**config.mk**
```make
export PLATFORM = sky130hd
export DESIGN_NAME = unsigned_to_radix_digits_core
export DESIGN_NICKNAME = d
export VERILOG_FILES = /design/src/design/urd_pkg.sv /design/src/design/urd_divider.sv /design/src/design/unsigned_to_radix_digits_core.sv
export SDC_FILE = /design/constraint.sdc
export NUM_CORES = 1
export LEC_CHECK = 0
export ABC_CLOCK_PERIOD_IN_PS = 13000
export BUFFER_PORTS_ARGS = -buffer_cell sky130_fd_sc_hd__buf_2
export CORE_MARGIN = 2
export CORE_UTILIZATION = 40
export DETAILED_ROUTE_END_ITERATION = 10
export PLACE_DENSITY = 0.6
export SLEW_MARGIN = 20
export SYNTH_ARGS = -nofsm -noshare
export SYNTH_HDL_FRONTEND = slang
export SYNTH_SLANG_ARGS = --single-unit
```
**constraint.sdc**
```tcl
create_clock -name i_clk -period 13 [get_ports i_clk]
set_input_delay 1.95 -clock i_clk [delete_from_list [all_inputs] [get_ports i_clk]]
set_output_delay 1.95 -clock i_clk [all_outputs]
set_load 0.03 [all_outputs]
```
**src/design/urd_pkg.sv**
```systemverilog
// Shared constants, types and the digit character table for the radix digit converter.
// No dependencies.
package urd_pkg;

    localparam int VALUE_BITS   = 32;
    localparam int MAX_DIGITS   = 32;
    localparam int RADIX_W      = 5;
    localparam int DIGIT_W      = 4;
    localparam int CHAR_W       = 7;
    localparam int DIV_BPC      = 8;
    localparam int DIV_STEPS    = (VALUE_BITS + DIV_BPC - 1) / DIV_BPC;
    localparam int DIV_PAD_W    = DIV_STEPS * DIV_BPC;
    localparam int STEP_CNT_W   = $clog2(DIV_STEPS + 1);
    localparam int CNT_W        = $clog2(MAX_DIGITS + 1);
    localparam int IDX_W        = $clog2(MAX_DIGITS);
    localparam int PADDR_W      = 3;
    localparam int PDATA_W      = 32;
    localparam int REG_IDX_W    = PADDR_W - 2;

    localparam logic [RADIX_W-1:0]   RADIX_RESET = RADIX_W'(10);
    localparam logic [RADIX_W-1:0]   RADIX_MIN   = RADIX_W'(2);
    localparam logic [RADIX_W-1:0]   RADIX_MAX   = RADIX_W'(16);
    localparam logic [REG_IDX_W-1:0] REG_RADIX   = REG_IDX_W'(0);

    localparam logic [CHAR_W-1:0] DIGIT_CHARS [16] = '{
        7'h30, 7'h31, 7'h32, 7'h33, 7'h34, 7'h35, 7'h36, 7'h37,
        7'h38, 7'h39, 7'h41, 7'h42, 7'h43, 7'h44, 7'h45, 7'h46
    };

    typedef struct packed {
        logic                  start;
        logic [VALUE_BITS-1:0] dividend;
        logic [RADIX_W-1:0]    divisor;
    } t_div_req;

    typedef struct packed {
        logic                  done;
        logic [VALUE_BITS-1:0] quotient;
        logic [DIGIT_W-1:0]    remainder;
    } t_div_rsp;

    function automatic logic [CHAR_W-1:0] digit_ascii(input logic [DIGIT_W-1:0] d);
        return DIGIT_CHARS[d];
    endfunction

endpackage

```
**src/design/urd_divider.sv**
```systemverilog
// Iterative divider of a value by a small radix, DIV_BPC quotient bits per cycle.
// Depends on urd_pkg.
module urd_divider (
    input  logic              i_clk,
    input  logic              i_rst_n,
    input  urd_pkg::t_div_req i_req,
    output urd_pkg::t_div_rsp o_rsp
);
    import urd_pkg::*;

    logic                  r_busy;
    logic                  r_done;
    logic [STEP_CNT_W-1:0] r_cnt;
    logic [DIV_PAD_W-1:0]  r_work;
    logic [DIGIT_W-1:0]    r_rem;
    logic [RADIX_W-1:0]    r_div;

    logic [DIV_PAD_W-1:0]  n_work;
    logic [DIGIT_W-1:0]    n_rem;

    always_comb begin
        logic [DIGIT_W:0]     t;
        logic [DIV_PAD_W-1:0] w;
        logic [DIGIT_W-1:0]   rm;
        w  = r_work;
        rm = r_rem;
        for (int j = 0; j < DIV_BPC; j++) begin
            t = {rm, w[DIV_PAD_W-1]};
            w = {w[DIV_PAD_W-2:0], 1'b0};
            if (t >= r_div) begin
                t    = t - r_div;
                w[0] = 1'b1;
            end
            rm = t[DIGIT_W-1:0];
        end
        n_work = w;
        n_rem  = rm;
    end

    always_ff @(posedge i_clk) begin
        if (!i_rst_n) begin
            r_busy <= 1'b0;
            r_done <= 1'b0;
            r_cnt  <= '0;
        end else begin
            r_done <= 1'b0;
            if (i_req.start) begin
                r_busy <= 1'b1;
                r_cnt  <= '0;
                r_work <= DIV_PAD_W'(i_req.dividend);
                r_rem  <= '0;
                r_div  <= i_req.divisor;
            end else if (r_busy) begin
                r_work <= n_work;
                r_rem  <= n_rem;
                if (r_cnt == STEP_CNT_W'(DIV_STEPS - 1)) begin
                    r_busy <= 1'b0;
                    r_done <= 1'b1;
                end else begin
                    r_cnt <= r_cnt + 1'b1;
                end
            end
        end
    end

    assign o_rsp.done      = r_done;
    assign o_rsp.quotient  = r_work[VALUE_BITS-1:0];
    assign o_rsp.remainder = r_rem;

`ifndef NO_ASSERTIONS
    a_done_after_busy: assert property (@(posedge i_clk) disable iff (!i_rst_n)
        r_done |-> $past(r_busy))
        else $error("divider done without a division in progress");
    a_cnt_range: assert property (@(posedge i_clk) disable iff (!i_rst_n)
        r_cnt < STEP_CNT_W'(DIV_STEPS))
        else $error("divider step count out of range");
    a_not_both: assert property (@(posedge i_clk) disable iff (!i_rst_n)
        !(r_done && r_busy))
        else $error("divider busy and done together");
`endif

endmodule

```
**src/design/unsigned_to_radix_digits_core.sv**
```systemverilog
// Top level of the radix digit converter: sequencer, digit store, radix register.
// Depends on urd_pkg and urd_divider.
//
//   channel  signals                         direction
//   input    i_valid/o_ready, i_value        in
//   output   o_valid/i_ready, o_digit_char,  out
//            o_last
//   config   APB: psel penable pwrite paddr  in/out
//            pwdata prdata pready
//
// For each digit urd_divider runs DIV_STEPS steps and hands its quotient back for the next digit,
// and each digit is then read from the store and held for transfer.
// o_ready is low from acceptance until the last digit is transferred.
// Reset is synchronous, active low; radix resets to 10. The digit store needs no clearing.
// A stalled output simply holds the current digit.
module unsigned_to_radix_digits_core (
    input  logic                           i_clk,
    input  logic                           i_rst_n,
    input  logic                           i_valid,
    output logic                           o_ready,
    input  logic [urd_pkg::VALUE_BITS-1:0] i_value,
    output logic                           o_valid,
    input  logic                           i_ready,
    output logic [urd_pkg::CHAR_W-1:0]     o_digit_char,
    output logic                           o_last,
    input  logic                           psel,
    input  logic                           penable,
    input  logic                           pwrite,
    input  logic [urd_pkg::PADDR_W-1:0]    paddr,
    input  logic [urd_pkg::PDATA_W-1:0]    pwdata,
    output logic [urd_pkg::PDATA_W-1:0]    prdata,
    output logic                           pready
);
    import urd_pkg::*;

    typedef enum logic [1:0] {
        S_IDLE,
        S_DIV,
        S_RD,
        S_OUT
    } t_state;

    t_state               r_state;
    logic [RADIX_W-1:0]   r_radix;
    logic [CNT_W-1:0]     r_n;
    logic [IDX_W-1:0]     r_rd;
    logic                 r_last;
    logic [DIGIT_W-1:0]   r_rd_data;
    logic [DIGIT_W-1:0]   r_store [MAX_DIGITS];

    t_div_req             div_req;
    t_div_rsp             div_rsp;
    logic                 more;
    logic                 wr_en;
    logic [REG_IDX_W-1:0] reg_idx;
    logic [RADIX_W-1:0]   wr_radix;

    assign reg_idx  = paddr[PADDR_W-1:2];
    assign wr_radix = pwdata[RADIX_W-1:0];
    assign pready   = 1'b1;
    assign prdata   = (reg_idx == REG_RADIX) ? PDATA_W'(r_radix) : '0;

    always_ff @(posedge i_clk) begin
        if (!i_rst_n) begin
            r_radix <= RADIX_RESET;
        end else if (psel && penable && pwrite && pready && reg_idx == REG_RADIX
                     && wr_radix >= RADIX_MIN && wr_radix <= RADIX_MAX) begin
            r_radix <= wr_radix;
        end
    end

    assign more  = (div_rsp.quotient != '0) && ((r_n + 1'b1) < CNT_W'(MAX_DIGITS));
    assign wr_en = (r_state == S_DIV) && div_rsp.done;

    always_comb begin
        div_req.start    = ((r_state == S_IDLE) && i_valid) || (wr_en && more);
        div_req.dividend = (r_state == S_IDLE) ? i_value : div_rsp.quotient;
        div_req.divisor  = r_radix;
    end

    urd_divider u_div (
        .i_clk   (i_clk),
        .i_rst_n (i_rst_n),
        .i_req   (div_req),
        .o_rsp   (div_rsp)
    );

    always_ff @(posedge i_clk) begin
        if (wr_en) begin
            r_store[r_n[IDX_W-1:0]] <= div_rsp.remainder;
        end
        r_rd_data <= r_store[r_rd];
    end

    always_ff @(posedge i_clk) begin
        if (!i_rst_n) begin
            r_state <= S_IDLE;
            r_n     <= '0;
            r_rd    <= '0;
            r_last  <= 1'b0;
        end else begin
            unique case (r_state)
                S_IDLE: begin
                    if (i_valid) begin
                        r_n     <= '0;
                        r_state <= S_DIV;
                    end
                end
                S_DIV: begin
                    if (div_rsp.done) begin
                        r_n <= r_n + 1'b1;
                        if (!more) begin
                            r_rd    <= r_n[IDX_W-1:0];
                            r_state <= S_RD;
                        end
                    end
                end
                S_RD: begin
                    r_last  <= (r_rd == '0);
                    r_state <= S_OUT;
                end
                S_OUT: begin
                    if (i_ready) begin
                        if (r_last) begin
                            r_state <= S_IDLE;
                        end else begin
                            r_rd    <= r_rd - 1'b1;
                            r_state <= S_RD;
                        end
                    end
                end
                default: r_state <= S_IDLE;
            endcase
        end
    end

    assign o_ready      = (r_state == S_IDLE);
    assign o_valid      = (r_state == S_OUT);
    assign o_last       = r_last;
    assign o_digit_char = digit_ascii(r_rd_data);

`ifndef NO_ASSERTIONS
    a_radix_legal: assert property (@(posedge i_clk) disable iff (!i_rst_n)
        r_radix >= RADIX_MIN && r_radix <= RADIX_MAX)
        else $error("radix register outside its legal range");
    a_busy_after_accept: assert property (@(posedge i_clk) disable iff (!i_rst_n)
        (i_valid && o_ready) |=> (!o_ready && !o_valid))
        else $error("converter not busy after accepting a value");
    a_done_in_div: assert property (@(posedge i_clk) disable iff (!i_rst_n)
        div_rsp.done |-> (r_state == S_DIV))
        else $error("divider finished outside the divide phase");
    a_count_bound: assert property (@(posedge i_clk) disable iff (!i_rst_n)
        r_n <= CNT_W'(MAX_DIGITS))
        else $error("digit count beyond the store depth");
    a_idle_after_last: assert property (@(posedge i_clk) disable iff (!i_rst_n)
        (o_valid && i_ready && o_last) |=> o_ready)
        else $error("converter not idle after the final digit");
`endif

endmodule

```
After elaboration in Yosys (flattened, before gate mapping) --
Memory sizes are Yosys's and may differ from the RTL's. A register that Yosys moved wholly into a read port is not among the register bits. Cells that the tools add are included.
Operators by class: div/mod/pow operators 0, muxes and demuxes 43, shifts and indexed selects 0, bitwise logic cells 5, add/sub/neg operators 11, $lt $le $gt $ge 12, equality and inequality tests 10, $mul 0, reductions and logical operators 25
Operators by type and width (count):
- $mux 32 | 3
- $ge 5x5->1 | 8
- $mux 4 | 9
- $reduce_bool 32->1 | 1
- $sub 4x4->4 | 8
- $mux 5 | 5
- $mux 1 | 14
- $mux 7 | 2
- $mux 6 | 2
- $pmux 6 s2 | 1
- $mux 2 | 5
- $pmux 5 s2 | 1
- $logic_and 1x1->1 | 9
- $ne 2x2->1 const B | 4
- $pmux 2 s4 | 1
- $add 6x1->6 const B | 1
- $lt 6x6->1 const B | 1
- $reduce_and 2->1 | 3
- $reduce_and 3->1 | 2
- $reduce_bool 2->1 | 3
- $ge 5x2->1 const B | 1
- $ge 5x5->1 const B | 1
- $le 5x5->1 const B | 1
- $logic_not 5->1 | 1
- 14 further kinds | 19
Word-level totals: input port bits 74, register bits after elaboration 65, bits in latches 0, memory bits (read-only) 112, memory bits (writable) 128, memories kept 2, output and inout port bits 43
Memory list:
- r_store | depth 32, bits a word 4, read ports 1, clocked after Yosys merged registers in 1, write ports 1, RTL line unsigned_to_radix_digits_core.sv:49 | logic [DIGIT_W-1:0] r_store [MAX_DIGITS];
- (name not given) | depth 16, bits a word 7, read ports 1, clocked after Yosys merged registers in 0, write ports 0, RTL line urd_pkg.sv:43 | return DIGIT_CHARS[d];

Longest topological paths before layout --
Gate-level depths: netlist (run 1).
depth in word-level cells 18, gate-level depth with buffers 55, depth with buffers taken out 52

By module --
Synthesis (run 1) repeated with hierarchy kept, for this count alone.
Second synthesis, totals: cells, all modules 804, area total of the unflattened synthesis 10615.2 sq um
By module, submodules not included:
- unsigned_to_radix_digits_core | seq. area each 4304.1 sq um, area an instance 7040.5 sq um, instances 1, cells each 483
- urd_divider | seq. area each 1331.3 sq um, area an instance 3574.7 sq um, instances 1, cells each 321

Worst setup path after synthesis (run 1) --
No wires, ideal clock.
path kind flip-flop to flip-flop, from register u_div.r_div[1], to register u_div.r_rem[3] (data pin), clock period less this slack 10837 ps, data arrival time 10582 ps, cell stages (with the launch flop) 49, data required time 12745 ps, library setup time 255 ps, setup slack 2163 ps, path buffers 3, cell sequence edfxtp_1 > inv_1 > ha_1 > a31oi_1 > o21ai_1 > mux2_2 > ha_1 > a21oi_1 > o21ai_0 > a31o_2 > o21ai_0 > inv_1 > ha_1 > a21oi_1 > o21ai_0 > a31o_2 > o21ai_0 > inv_1 > [... 13 more ...] > ha_1 > a21o_1 > a31oi_1 > o21ai_0 > clkbuf_1 > mux2i_1 > ha_1 > a21o_1 > a31oi_1 > o21ai_1 > mux2i_1 > ha_1 > nor2b_1 > o21ai_0 > a31oi_1 > a211oi_2 > nor3_1 > a31o_1
On the way: word-level cells in the longest chain between the ends 17
RTL lines:
- start: declaration | RTL line urd_divider.sv:16 | logic [RADIX_W-1:0] r_div;
- start signal: assignment | RTL line urd_divider.sv:52 | r_div <= i_req.divisor;
- $sub 4x4->4 or $ge 5x5->1 (tied branches) | RTL line urd_divider.sv:31, urd_divider.sv:30
- $mux 4 | RTL line urd_divider.sv:30 | if (t >= r_div) begin
- $sub 4x4->4 or $ge 5x5->1 (tied branches) | RTL line urd_divider.sv:31, urd_divider.sv:30
- $mux 4 | RTL line urd_divider.sv:30
- $sub 4x4->4 or $ge 5x5->1 (tied branches) | RTL line urd_divider.sv:31, urd_divider.sv:30
- $mux 4 | RTL line urd_divider.sv:30
- $ge 5x5->1 or $sub 4x4->4 (tied branches) | RTL line urd_divider.sv:30, urd_divider.sv:31
- $mux 4 | RTL line urd_divider.sv:30
- $sub 4x4->4 or $ge 5x5->1 (tied branches) | RTL line urd_divider.sv:31, urd_divider.sv:30
- $mux 4 | RTL line urd_divider.sv:30
- $sub 4x4->4 or $ge 5x5->1 (tied branches) | RTL line urd_divider.sv:31, urd_divider.sv:30
- $mux 4 | RTL line urd_divider.sv:30
- $ge 5x5->1 or $sub 4x4->4 (tied branches) | RTL line urd_divider.sv:30, urd_divider.sv:31
- $mux 4 | RTL line urd_divider.sv:30
- $sub 4x4->4 or $ge 5x5->1 (tied branches) | RTL line urd_divider.sv:31, urd_divider.sv:30
- $mux 4 (*) | RTL line urd_divider.sv:30
- $mux 4 (*) | RTL line urd_divider.sv:53 | end else if (r_busy) begin
- end signal: assignment | RTL line urd_divider.sv:55 | r_rem <= n_rem;
- end: declaration | RTL line urd_divider.sv:15 | logic [DIGIT_W-1:0] r_rem;
Mark *: on every way between the ends. The rest lies on a longest branch, timed or not. The select of a mux whose other input is x is not followed. A chain may end at the register's enable or synchronous reset.

Worst setup path after layout (run 1) --
from register u_div.r_div[0], to register u_div.r_rem[1] (data pin)
On the way: word-level cells in the longest chain between the ends 17
RTL lines (RTL line):
- $sub 4x4->4 or $ge 5x5->1 (tied branches) | urd_divider.sv:31, urd_divider.sv:30
- $mux 4 | urd_divider.sv:30
- $sub 4x4->4 or $ge 5x5->1 (tied branches) | urd_divider.sv:31, urd_divider.sv:30
- $mux 4 | urd_divider.sv:30
- $sub 4x4->4 or $ge 5x5->1 (tied branches) | urd_divider.sv:31, urd_divider.sv:30
- $mux 4 | urd_divider.sv:30
- $sub 4x4->4 or $ge 5x5->1 (tied branches) | urd_divider.sv:31, urd_divider.sv:30
- $mux 4 | urd_divider.sv:30
- $ge 5x5->1 or $sub 4x4->4 (tied branches) | urd_divider.sv:30, urd_divider.sv:31
- $mux 4 | urd_divider.sv:30
- $sub 4x4->4 or $ge 5x5->1 (tied branches) | urd_divider.sv:31, urd_divider.sv:30
- $mux 4 | urd_divider.sv:30
- $ge 5x5->1 or $sub 4x4->4 (tied branches) | urd_divider.sv:30, urd_divider.sv:31
- $mux 4 | urd_divider.sv:30
- $sub 4x4->4 or $ge 5x5->1 (tied branches) | urd_divider.sv:31, urd_divider.sv:30
- $mux 4 (*) | urd_divider.sv:30
- $mux 4 (*) | urd_divider.sv:53
Marks and branches as above.

==> run_results.csv, run 1 <==
group,metric,value,unit
status,outcome,"complete, no violations",
die,dieArea,26900,µm²
critical_path,cp-end-kind,"flip-flop",
logic_synthesis,syn_inst,765,
timing,fmax,85.1,MHz
critical_path,crit_arrival,11930,ps
clocking,cts_buffers,17,
critical_path,critPathBufInv,9,
timing,setup_tns,0,ps
logic_synthesis,yosys_warnings,0,
global_routing,grtUsageTotal,15.9,%
logic_synthesis,synth_area_leaders,"edfxtp_1, mux4_2, ha_1",
logic_synthesis,yosysTopAreaCellShare,49.5,%
cells_and_area,final_cells,1175,
logic_synthesis,synth_top_area_cell,"edfxtp_1",
cells_and_area,drive_gt1_share,23.4,%
logic_synthesis,synth_ff_type,"edfxtp_1",
die,row_count,58,
die,core,25200,µm²
clocking,clock_path_buffers,2,
drt,first_iter_violations,351,
timing,worstMarginPinSlew,996,ps
drt,first_pass_iters,4,
clocking,htree_levels,4,
logic_synthesis,synthTopCellsByCount,"edfxtp_1, nor2_1, ha_1",
min_path,hold_path_class,"flip-flop to flip-flop",
drt,wl,20400,µm
clocking,clkTransAtPathRegs,80,ps
timing,layout_min_cycle_time,11750,ps
logic_synthesis,synth_most_common_cell,"edfxtp_1",
logic_synthesis,async_flop_share,0,%
drt,avgRoutedWirePerCell,17.3,µm
critical_path,crit_slowest_cell,"o21ai_1",
placed_design,dp.cells,1143,
timing,post-route-period-util,90.4,%
global_routing,grt_max_degree,37,
placed_design,portBuffers,59,
logic_synthesis,ys_seq_area_share,54.9,%
logic_synthesis,synth_seq_cells,197,
logic_synthesis,syn_area_per_cell,13.4,µm²
critical_path,crit_type,"flip-flop to flip-flop",
die,dieWidth,164,µm
logic_synthesis,syn_area,10300,µm²
clocking,clkLatencyLatePin,430,ps
critical_path,slowest_delay,520,ps
drt,via_count,6172,
global_routing,grt_overflow,0,
cells_and_area,syn_to_final_growth,12.0,%
clocking,root_buffer,"clkbuf_16",
critical_path,critPathMaxFanout,10,
critical_path,cp.required,13170,ps
die,initial_utilization,40.7,%
die,ioPinCount,117,
global_routing,grt_pass1_vias,6067,
clocking,cts.sinks,197,
clocking,holdBufCountCts,0,
logic_synthesis,synth_edf_count,169,
cells_and_area,diodes,0,
timing,setup_viol,0,
run,maxCapViolations,0,
die,die_y,164,µm
timing,rsz0062_at_grt,"false",
placed_design,dp_hpwl,14400,µm
timing,maxSlewHeadroom,33.4,%
critical_path,cp_common_cell,"o21ai_0",
timing,drv_slew,0,
drt,final_antenna_net_count,0,
critical_path,cp-start-kind,"flip-flop",
global_routing,antenna_found_initial,0,
drt,drc,0,
cells_and_area,fin_nets,964,
cells_and_area,final_core_util,45.6,%
global_routing,grt_pass1_wl,32800,µm
placed_design,place_congestion,0.803,
timing,fin_worst_skew,17.4,ps
critical_path,cp_top_family,"compound AO/OA/AOI/OAI gates",
timing,hold_viol,0,
clocking,post-cts-setup-buffers,0,
logic_synthesis,yosysUniqueCellTypes,58,
cells_and_area,nFillCells,2210,
drt,via_per_inst,5.25,
clocking,cts_tree,"done",
clocking,cts_resized,0,
[registers in the layout (all words and copies together), names as in the netlist]
signal,flops
r_n,6
u_div.r_work,32
r_store,128
r_state,2
u_div.r_rem,4
r_rd,5
r_radix,5
u_div.r_cnt,3
u_div.r_busy,1
u_div.r_done,1
o_last,1
u_div.r_div,5
r_rd_data,4
[worst register-to-register path: cells and delay by family (launching register included)]
family | cells | cell delay [ps]
buffers and inverters | 9 | 1230
adders and majority gates | 8 | 2670
muxes | 3 | 960
and+or+nand+nor | 2 | 160
DFF | 1 | 360
AOI/OAI and AO/OA | 26 | 6120
[metal layers]
metal	track usage (%)	vias up	wire length (µm)
met2	25.1	163	9650
met5	0	-	0
met4	4.86	0	278
li1	-	2995	-
met1	22.6	2995	9530
met3	2.58	19	902
[logic make-up after synthesis]
group	share of synthesized area, %
simple gates	8.35
other cells	0.0732
xor+xnor	1.62
compound gates	7.78
fa+ha+maj	7.66
buf+inv	5.13
mux	14.5
flops	54.9
[stage by stage]
stage          hold WS [ps]  area, µm²  setup WS [ps]
2_1_floorplan           422      10400           2160
4_1_cts                 468      11500           1250
3_5_place_dp            453      10800           1310
6_report                461      11500           1250
5_1_grt                 479      11500            307
3_3_place_gp            444      10800           1360
[final timing paths]
path | endpoint | cells past startpoint | start | slack, ps
worst max-delay path | u_div.r_rem[1] | 48 | u_div.r_div[0] | 1250
worst max register to register | u_div.r_rem[1] | 48 | u_div.r_div[0] | 1250
worst min register to register | u_div.r_done | 2 | u_div.r_busy | 460
worst min-delay path | u_div.r_done | 2 | u_div.r_busy | 460
[area by class of cell]
| type | instances | area [µm²] | share of cell area, % |
|---|---|---|---|
| clock buffer | 17 | 425 | 3.70 |
| clock inverter | 15 | 218 | 1.90 |
| inverter | 47 | 176 | 1.54 |
| multi-input combinational | 495 | 4210 | 36.7 |
| sequential | 197 | 5640 | 49.1 |
| tap | 330 | 413 | 3.59 |
| timing repair buffer | 74 | 408 | 3.55 |
[cells in the final DEF (no fill, tap or decap), types with 3 or more instances in the layout]
cell type    n
ha_1        50
buf_2       59
xor2_1       7
and2_1       4
nor2b_1     11
o21ai_0     21
mux2i_1     12
nand2_1     33
fa_1         8
o31ai_1      7
edfxtp_1   169
nand2b_1     5
mux4_2      37
nor3_1      10
buf_4       15
o21a_1       4
nand4_1      9
nand3_1      4
mux2_2      40
nand3b_1     3
xnor2_1     12
a31o_2       3
nor3b_1      7
inv_1       47
a21o_1      15
clkbuf_16   17
a211o_1      3
clkinv_8     6
a31oi_1      7
inv_6        3
dfxtp_1     27
nor4_1       9
a21oi_1     37
nor2_1      69
mux4_1       3
conb_1      28
Power of run 1 is not shown: default switching activity piles up to over one toggle a cycle in this logic, so the estimate is an artifact.
==> run 2, diff against run 1 <==
REMOVE_ABC_BUFFERS = 1   (was unset)
==> run 2 against run 1 <==
Sequential share of layout area up 0.13 points. Non-clock buffer count fell by 1. Die area unchanged. Via count grew 0.13%. Critical path type unchanged. Sequential cell count did not move. Count of clock-buffer cells in the layout unchanged.
==> run_results.csv, run 2 (synthesis gave the netlist of run 1 again) <==
group,metric,value,unit
global_routing,antenna_found_initial,0,
drt,drc,0,
critical_path,cp.required,13180,ps
placed_design,place_congestion,0.784,
clocking,cts_buffers,17,
critical_path,reg2reg_to,"u_div.r_rem[1]",
placed_design,dp_hpwl,14300,µm
clocking,cts.sinks,197,
global_routing,grt_max_degree,38,
critical_path,rrSetupSlack,1200,ps
drt,final_antenna_net_count,0,
status,outcome,"complete, no violations",
timing,post-route-period-util,90.8,%
critical_path,crit_type,"flip-flop to flip-flop",
timing,drv_slew,0,
global_routing,grtUsageTotal,16.1,%
die,ioPinCount,117,
clocking,clkTransAtPathRegs,80,ps
placed_design,portBuffers,59,
cells_and_area,largest_reg_flops,128,
global_routing,grt_pass1_wl,32800,µm
drt,first_iter_violations,374,
cells_and_area,final_cells,1174,
min_path,hp-start,"u_div.r_busy",
critical_path,cp-start-kind,"flip-flop",
clocking,htree_levels,4,
cells_and_area,final_core_util,45.5,%
die,dieWidth,164,µm
clocking,post-cts-setup-buffers,0,
die,die_y,164,µm
global_routing,grt_pass1_vias,6159,
critical_path,reg2reg_from,"u_div.r_div[0]",
timing,worstMarginPinSlew,1040,ps
timing,layout_min_cycle_time,11800,ps
timing,rsz0062_at_grt,"false",
drt,avgRoutedWirePerCell,17.5,µm
timing,fmax,84.7,MHz
timing,maxSlewHeadroom,30.8,%
run,maxCapViolations,0,
cells_and_area,final_cell_mix,"edfxtp_1, nor2_1, buf_2",
critical_path,critPathMaxFanout,10,
min_path,hold_path_class,"flip-flop to flip-flop",
die,core,25200,µm²
drt,wl,20600,µm
critical_path,crit_slowest_cell,"o21ai_1",
min_path,hold_path_depth,2,
die,initial_utilization,40.7,%
die,row_count,58,
timing,hold_viol,0,
clocking,cts_resized,0,
clocking,clkLatencyLatePin,440,ps
drt,via_count,6180,
cells_and_area,mostFrequentLayoutCell,"edfxtp_1",
timing,setup_viol,0,
timing,fin_worst_skew,14.8,ps
drt,via_per_inst,5.26,
cells_and_area,fin_nets,963,
cells_and_area,drive_gt1_share,23.3,%
global_routing,grt_overflow,0,
die,dieArea,26900,µm²
critical_path,crit_arrival,11980,ps
clocking,clock_path_buffers,2,
timing,worst_slack,1200,ps
placed_design,dp_slack,1210,ps
cells_and_area,syn_to_final_growth,11.7,%
timing,setup_tns,0,ps
drt,first_pass_iters,4,
critical_path,slowest_delay,470,ps
placed_design,dp.cells,1142,
min_path,holdPathEnd,"u_div.r_done",
critical_path,cp-end-kind,"flip-flop",
critical_path,cp_common_cell,"o21ai_0",
clocking,root_buffer,"clkbuf_16",
clocking,holdBufCountCts,0,
critical_path,reg2regPathDepth,48,
cells_and_area,diodes,0,
clocking,cts_tree,"done",
## run 2: changes by cell type in the layout (fill, tap and decap cells not counted)
cell,change
buf_4,-1
bufinv_16,-1
clkinv_4,-1
clkinv_8,-1
clkinvlp_4,+2
inv_12,+1
## run 2: cell type report
cell class	instances	area [µm²]
Timing Repair Buffer	73	400
Sequential cell	197	5640
Fill cell	2250	13700
Clock inverter	15	194
Multi-Input combinational cell	495	4210
Tap cell	330	413
Clock buffer	17	425
Inverter	47	176
## run 2: through the flow
stage / hold slack (ps) / instance area, µm²
global route: 496 / 11500
detailed placement: 444 / 10800
CTS: 457 / 11500
floorplan: 422 / 10000
finish: 452 / 11500
global placement: 437 / 10800
## run 2: layer usage
metal  part of all wire (%)  wire length (µm)  track usage, %
met5                      0                 0               0
met4                    2.1               423            5.10
met3                    4.9              1010            3.33
met2                     48              9910            26.3
met1                     45              9200            21.7
## run 2: worst max path at each step
| stage | from | to | slack (ps) | cells after the start |
|---|---|---|---|---|
| 3_5_place_dp | u_div.r_div[0] | u_div.r_rem[1] | 1210 | 50 |
| 3_3_place_gp | u_div.r_div[0] | u_div.r_rem[1] | 1290 | 48 |
| 5_1_grt | u_div.r_div[0] | u_div.r_rem[1] | 220 | 50 |
| 4_1_cts | u_div.r_div[0] | u_div.r_rem[1] | 1160 | 50 |
| 6_report | u_div.r_div[0] | u_div.r_rem[1] | 1200 | 48 |
| 2_1_floorplan | u_div.r_div[1] | u_div.r_rem[3] | 1980 | 46 |
## run 2: worst max-delay path: cells and delay by family, from the launching register on
| family | cells | cell delay, ps |
|---|---|---|
| AO/OA/AOI/OAI | 26 | 5990 |
| adder cells (fa/ha/maj) | 8 | 2560 |
| multiplexers | 4 | 1320 |
| buffers and inverters | 7 | 990 |
| flip-flops | 1 | 380 |
| AND/OR/NAND/NOR | 3 | 280 |
Power of run 2 is left out for the same reason.
==> run 3, diff against run 2 <==
CORE_UTILIZATION = 55   (was 40)
PLACE_DENSITY = 0.78   (was 0.6)
SYNTH_HIERARCHICAL = 1   (was unset)
==> run 3 against run 2 <==
Die area decreased by 24%. Register-to-register slack worse by 30 ps. Non-clock buffer count is 4 lower. Critical path depth down 5.
==> run_results.csv, run 3 <==
group,metric,value,unit
status,outcome,"complete, no violations",
drt,via_per_inst,5.77,
die,row_count,50,
logic_synthesis,synthTopCellsByCount,"edfxtp_1, mux2_2, nor2_1",
critical_path,cp-end-kind,"flip-flop",
cells_and_area,diodes,0,
die,die_y,143,µm
clocking,htree_levels,4,
run,maxCapViolations,0,
critical_path,crit_type,"flip-flop to flip-flop",
logic_synthesis,synth_edf_count,169,
die,ioPinCount,117,
critical_path,cp.required,13160,ps
placed_design,dp_hpwl,13900,µm
global_routing,grt_max_degree,39,
clocking,clock_path_buffers,2,
critical_path,critPathMaxFanout,11,
clocking,cts_tree,"done",
critical_path,critPathBufInv,3,
timing,rsz0062_at_grt,"false",
clocking,root_buffer,"clkbuf_16",
logic_synthesis,synth_ff_type,"edfxtp_1",
critical_path,cp_top_family,"compound AO/OA/AOI/OAI gates",
critical_path,rrSetupSlack,1170,ps
timing,fmax,84.5,MHz
timing,post-route-period-util,91.0,%
critical_path,cp.depth,43,
die,core,18800,µm²
timing,worstMarginPinSlew,758,ps
min_path,hold_path_class,"flip-flop to flip-flop",
logic_synthesis,synth_seq_cells,197,
cells_and_area,register_area,5640,µm²
cells_and_area,drive_gt1_share,25.5,%
clocking,holdBufCountCts,0,
placed_design,portBuffers,59,
global_routing,grt_pass1_wl,32900,µm
cells_and_area,mostFrequentLayoutCell,"edfxtp_1",
clocking,cts_buffers,17,
cells_and_area,final_cell_mix,"edfxtp_1, mux2_2, buf_2",
timing,setup_viol,0,
logic_synthesis,yosys_warnings,6,
drt,wl,20500,µm
clocking,cts_resized,0,
die,initial_utilization,56.4,%
global_routing,grt_pass1_vias,6283,
logic_synthesis,synth_top_area_cell,"edfxtp_1",
clocking,post-cts-setup-buffers,0,
global_routing,antenna_found_initial,0,
critical_path,cp-start-kind,"flip-flop",
die,dieArea,20400,µm²
timing,drv_slew,0,
drt,first_pass_iters,5,
global_routing,grtUsageTotal,20.9,%
timing,maxSlewHeadroom,49.1,%
global_routing,grt_overflow,0,
critical_path,crit_arrival,11990,ps
clocking,clkTransAtPathRegs,70,ps
cells_and_area,multiInputGateArea,4570,µm²
drt,final_antenna_net_count,0,
logic_synthesis,syn_area,10600,µm²
logic_synthesis,ys_seq_area_share,53.1,%
critical_path,cp_common_cell,"ha_1",
logic_synthesis,synth_area_leaders,"edfxtp_1, mux2_2, mux4_2",
placed_design,place_congestion,0.809,
cells_and_area,largest_reg_flops,128,
min_path,hold_path_depth,2,
logic_synthesis,syn_area_per_cell,13.2,µm²
cells_and_area,syn_to_final_growth,9.78,%
clocking,clkLatencyLatePin,440,ps
critical_path,crit_slowest_cell,"edfxtp_1",
logic_synthesis,synth_most_common_cell,"edfxtp_1",
timing,hold_viol,0,
logic_synthesis,yosysUniqueCellTypes,63,
cells_and_area,fin_nets,993,
cells_and_area,nFillCells,1408,
timing,setup_tns,0,ps
drt,drc,0,
logic_synthesis,yosysTopAreaCellShare,47.8,%
critical_path,slowest_delay,700,ps
timing,layout_min_cycle_time,11830,ps
drt,avgRoutedWirePerCell,18.1,µm
logic_synthesis,syn_inst,804,
logic_synthesis,async_flop_share,0,%
cells_and_area,final_core_util,61.9,%
timing,fin_worst_skew,16.6,ps
critical_path,reg2regPathDepth,43,
die,dieWidth,143,µm
drt,via_count,6540,
clocking,cts.sinks,197,
drt,first_iter_violations,532,
==> run 3: path summary, 6_finish.rpt <==
kind | start | to
max reg2reg | u_div/r_div[1] | u_div/r_rem[1]
min | u_div/r_busy | u_div/r_done
min reg2reg | u_div/r_busy | u_div/r_done
max | u_div/r_div[1] | u_div/r_rem[1]
==> run 3: area by class of cell <==
cell class	count	share of cell area, %
Tap cell	260	2.79
Timing Repair Buffer	69	3.18
Inverter	45	1.45
Clock inverter	15	1.36
Sequential cell	197	48.4
Clock buffer	17	3.65
Multi-Input combinational cell	531	39.2
==> run 3: worst register-to-register path, delay by kind of cell, from the launching register on <==
family / cells / cell delay, ps
AO/OA/AOI/OAI: 21 / 4570
adder cells (fa/ha/maj): 8 / 2300
buffers and inverters: 3 / 570
flip-flops: 1 / 700
multiplexers: 6 / 2460
AND/OR/NAND/NOR: 5 / 990
==> run 3: per-layer routing <==
metal	track usage [%]	wire (µm)	share of wire [%]	vias up
li1	-	-	-	3098
met1	29.8	9340	45	3219
met2	34.2	10000	49	203
met3	3.19	965	4.7	20
met4	5.05	218	1.1	0
met5	0	0	0	-
==> run 3: logic make-up after synthesis <==
logic type | synth area share (%)
DFF | 53.1
and+or+nand+nor | 7.69
muxes | 17.2
AOI/OAI and AO/OA | 7.99
buffers and inverters | 4.96
adders and majority gates | 7.40
xor gates and xnor gates | 1.57
other | 0.0707
==> run 3: stage by stage <==
step,hold WS [ps],setup slack (ps),cell area [µm²],cells
CTS,444,990,11600,1134
finish,442,1170,11700,1134
floorplan,418,2970,10400,773
global placement,432,1240,11100,1102
global route,468,212,11700,1134
detailed placement,433,1080,11100,1102
Power of run 3 is left out for the same reason.
